--- src/hw/rtl/kal_ram.sv ---
// ----------------------------------------------------------------------------
// kal_ram
// Generic simple dual-port RAM: one write port, one read port, registered read.
// ----------------------------------------------------------------------------
module kal_ram #(
  parameter int unsigned WIDTH = 8,
  parameter int unsigned DEPTH = 16
) (
  input  logic                     clk_i,
  input  logic                     we_i,
  input  logic [$clog2(DEPTH)-1:0] waddr_i,
  input  logic [WIDTH-1:0]         wdata_i,
  input  logic [$clog2(DEPTH)-1:0] raddr_i,
  output logic [WIDTH-1:0]         rdata_o
);

  logic [WIDTH-1:0] mem_q [DEPTH];
  logic [WIDTH-1:0] rdata_q;

  always_ff @(posedge clk_i) begin
    if (we_i) begin
      mem_q[waddr_i] <= wdata_i;
    end
    rdata_q <= mem_q[raddr_i];
  end

  assign rdata_o = rdata_q;

endmodule

--- config.mk ---
export PLATFORM = sky130hd
export DESIGN_NAME = kal_ram
export DESIGN_NICKNAME = d
export VERILOG_FILES = /design/src/hw/rtl/kal_ram.sv
export SDC_FILE = /design/constraint.sdc
export NUM_CORES = 1
export LEC_CHECK = 0
export BUFFER_PORTS_ARGS = -buffer_cell sky130_fd_sc_hd__buf_2
export CORE_MARGIN = 1
export CORE_UTILIZATION = 60
export DETAILED_ROUTE_END_ITERATION = 10
export PLACE_DENSITY = 0.84
export SYNTH_ARGS = -nofsm -noshare
export SYNTH_HDL_FRONTEND = slang
export SYNTH_SLANG_ARGS = --single-unit
export TNS_END_PERCENT = 20
--- constraint.sdc ---
create_clock -name clk_i -period 1.8 [get_ports clk_i]
set_input_delay 0.18 -clock clk_i [delete_from_list [all_inputs] [get_ports clk_i]]
set_output_delay 0.18 -clock clk_i [all_outputs]
set_load 0.005 [all_outputs]
==> impl_metrics.json <==
{
  "yosysTopAreaCell": "edfxtp_1",
  "layout_commonest_cell": "edfxtp_1",
  "ys_seq_area_frac": 0.7778,
  "firstDrtPassIters": 5,
  "grt_overflow": 0,
  "worst_path_max_delay_cell": "mux4_1",
  "p_leak_nw": 2.131,
  "worst_slew_pin_slew_ns": 0.4391,
  "use_met2": 0.3987,
  "cp_slowest_stage_delay_ns": 0.50,
  "start_kind": "flop",
  "synth_warnings": 0,
  "syn_area_per_cell_um2": 22.48,
  "synth.area.top_cells": "edfxtp_1 (75%), mux4_2 (7.9%), mux4_1 (7.1%)",
  "hp-start": "wdata_i[4]",
  "dieWidth_um": 94.63,
  "grt.busiest_layer": "met2",
  "hold_viol": 0,
  "slew_headroom": 0.7073,
  "r2r_slack_ns": 0.32,
  "wl_per_cell_um": 25.28,
  "nNetsFinal": 306,
  "synthDistinctLibCells": 19,
  "period_needed_ns": 1.476,
  "ys_seq_elements": 136,
  "final_antenna_net_count": 0,
  "hold_depth": 1,
  "met1_usage": 0.3604,
  "drt_iter0_drc": 357,
  "antenna_found_initial": 0,
  "core-area_mm2": 0.008258,
  "htree_levels": 4,
  "grt.met3_usage": 0.07005,
  "powerDensity_mw_per_mm2": 1210,
  "r2r_cells": 3,
  "mostFrequentLayoutCells": "edfxtp_1 (128), buf_2 (25), buf_4 (23), mux4_2 (18)",
  "tns_ns": 0,
  "crit_type": "reg -> reg",
  "dp_hpwl_um": 6179,
  "clockBufferDepth": 2,
  "post-route-drc-count": 0,
  "cts_tree": "done",
  "gp_congestion": 0.7777,
  "cp_cell_sequence": "mux4_1 > a22oi_1 > nand2_1",
  "grt_pass1_vias": 2570,
  "skew_ns": 0.006018,
  "min_path_type": "in -> reg",
  "rsz0062_at_grt": "no",
  "finalWorstSetupSlack_ns": 0.3239,
  "min_period_over_period": 0.8200,
  "fmax_ghz": 0.6775,
  "worstHoldEndpoint": "mem_q[4][4]",
  "syn-num-nets": 247,
  "track_usage": 0.2610,
  "cts_sinks": 136,
  "pre_cts_ws_ns": 0.1324,
  "die_area_mm2": 0.008954,
  "clkSlewWorstSetupHoldPaths_ns": 0.06,
  "place.port_buffers": 25,
  "grt_pass1_wl_um": 15460,
  "max-cap-violations": 0,
  "die-height_um": 94.63,
  "numCtsBuffers": 17,
  "cts_resized": 0,
  "rows": 33,
  "routed-via-count": 2599,
  "setup_violations": 0,
  "syn_area_mm2": 0.005147,
  "worstPathRequired_ns": 2.17,
  "root_buffer": "clkbuf_8",
  "status": "complete, no violations",
  "insertion_delay_ns": 0.51,
  "drive_gt1_frac": 0.3333,
  "peakVddDrop_mv": 0.6981,
  "r2r-start": "mem_q[9][1]",
  "areaGrowthSynthToFinish_pct": 19.37,
  "reg2reg_to": "rdata_o[1]",
  "cts-hold-fix-buffers": 0,
  "grt_max_degree": 33,
  "start_util": 0.6233,
  "crit_path_end_kind": "flop",
  "drv_slew": 0,
  "worstPathMaxFanout": 1,
  "syn_inst": 229,
  "cts_setup_buffers": 0,
  "boundaryPins": 26,
  "finalWirelength_um": 10260,
  "yosys.area.top_type_share": 0.7467,
  "cp.arrival_ns": 1.84,
  "routed_via_density": 6.401
}
-- synthesized netlist by cell type --
cell type        instances
and2_1                   1
edfxtp_1               128
nand2b_1                 2
buf_6                    3
mux4_2                  18
or3b_2                   1
buf_4                    1
and2b_1                  1
buf_2                    3
mux4_1                  14
nor3_1                   4
clkdlybuf4s25_2          3
nor2b_1                  1
a22oi_1                 16
nand3b_1                 2
dfxtp_1                  8
nor2_1                  13
nand2_1                  9
nand3_1                  1
-- cell families (layout without fill, tap and decap cells) --
family,after synthesis,after routing,synth area share
flops,136,136,0.7778
simple gates,35,35,0.03184
other cells,0,1,0
compound gates,16,16,0.02334
mux,32,32,0.1502
buf+inv,10,81,0.01677
-- worst max-delay path by stage --
stage                     start          end  slack (ns)  cells after the start
CTS                 mem_q[9][1]   rdata_o[1]        0.29                      3
global placement     raddr_i[0]   rdata_o[4]        0.17                      5
floorplan            waddr_i[2]  mem_q[0][0]        0.13                      2
detailed placement   raddr_i[0]   rdata_o[1]        0.13                      5
finish              mem_q[9][1]   rdata_o[1]        0.32                      3
global route        mem_q[9][1]   rdata_o[1]        0.27                      3
-- registers in the layout, indices dropped and copies added (netlist names) --
| name | count |
|---|---|
| rdata_o | 8 |
| mem_q | 128 |
-- metal layers --
layer,vias to the layer above,share of wire
met5,-,0
met4,0,0.037
met3,36,0.088
met2,142,0.49
met1,1321,0.38
li1,1100,-
-- power by group --
group          switching, W  leakage, nW  internal (W)  total (W)
registers         0.0000251         1.22       0.00354    0.00357
logic              0.000186        0.613      0.000145   0.000331
clock network       0.00128        0.295       0.00225    0.00354
-- critical path, delay by kind of cell (launching register included) --
| kind | cells | cell delay [ns] |
|---|---|---|
| mux | 1 | 0.50 |
| compound gates | 1 | 0.32 |
| simple gates | 1 | 0.16 |
| flops | 1 | 0.36 |
-- stage by stage --
| step | hold slack (ns) | cell area (µm²) | power [W] | std cells | util |
|---|---|---|---|---|---|
| after detailed placement | 0.5656 | 5530 | 0.003957 | 374 | 0.6697 |
| after global routing | 0.03573 | 6142 | 0.007643 | 405 | 0.7438 |
| after CTS | 0.02742 | 6142 | 0.007482 | 405 | 0.7438 |
| after global placement | 0.5583 | 5530 | 0.003939 | 374 | 0.6697 |
| final | 0.04899 | 6145 | 0.007434 | 406 | 0.7441 |
| after floorplan | 0.2789 | 5147 | 0.003803 | 229 | - |
-- layout make-up --
class	count	area (µm²)
timing repair buffer	50	337.8
tap	105	131.4
antenna	1	2.502
sequential	136	4004
fill	441	2113
clock inverter	14	197.7
clock buffer	17	414.1
multi-input combinational	83	1057
Note: power is estimated with default switching activity, not from simulation.
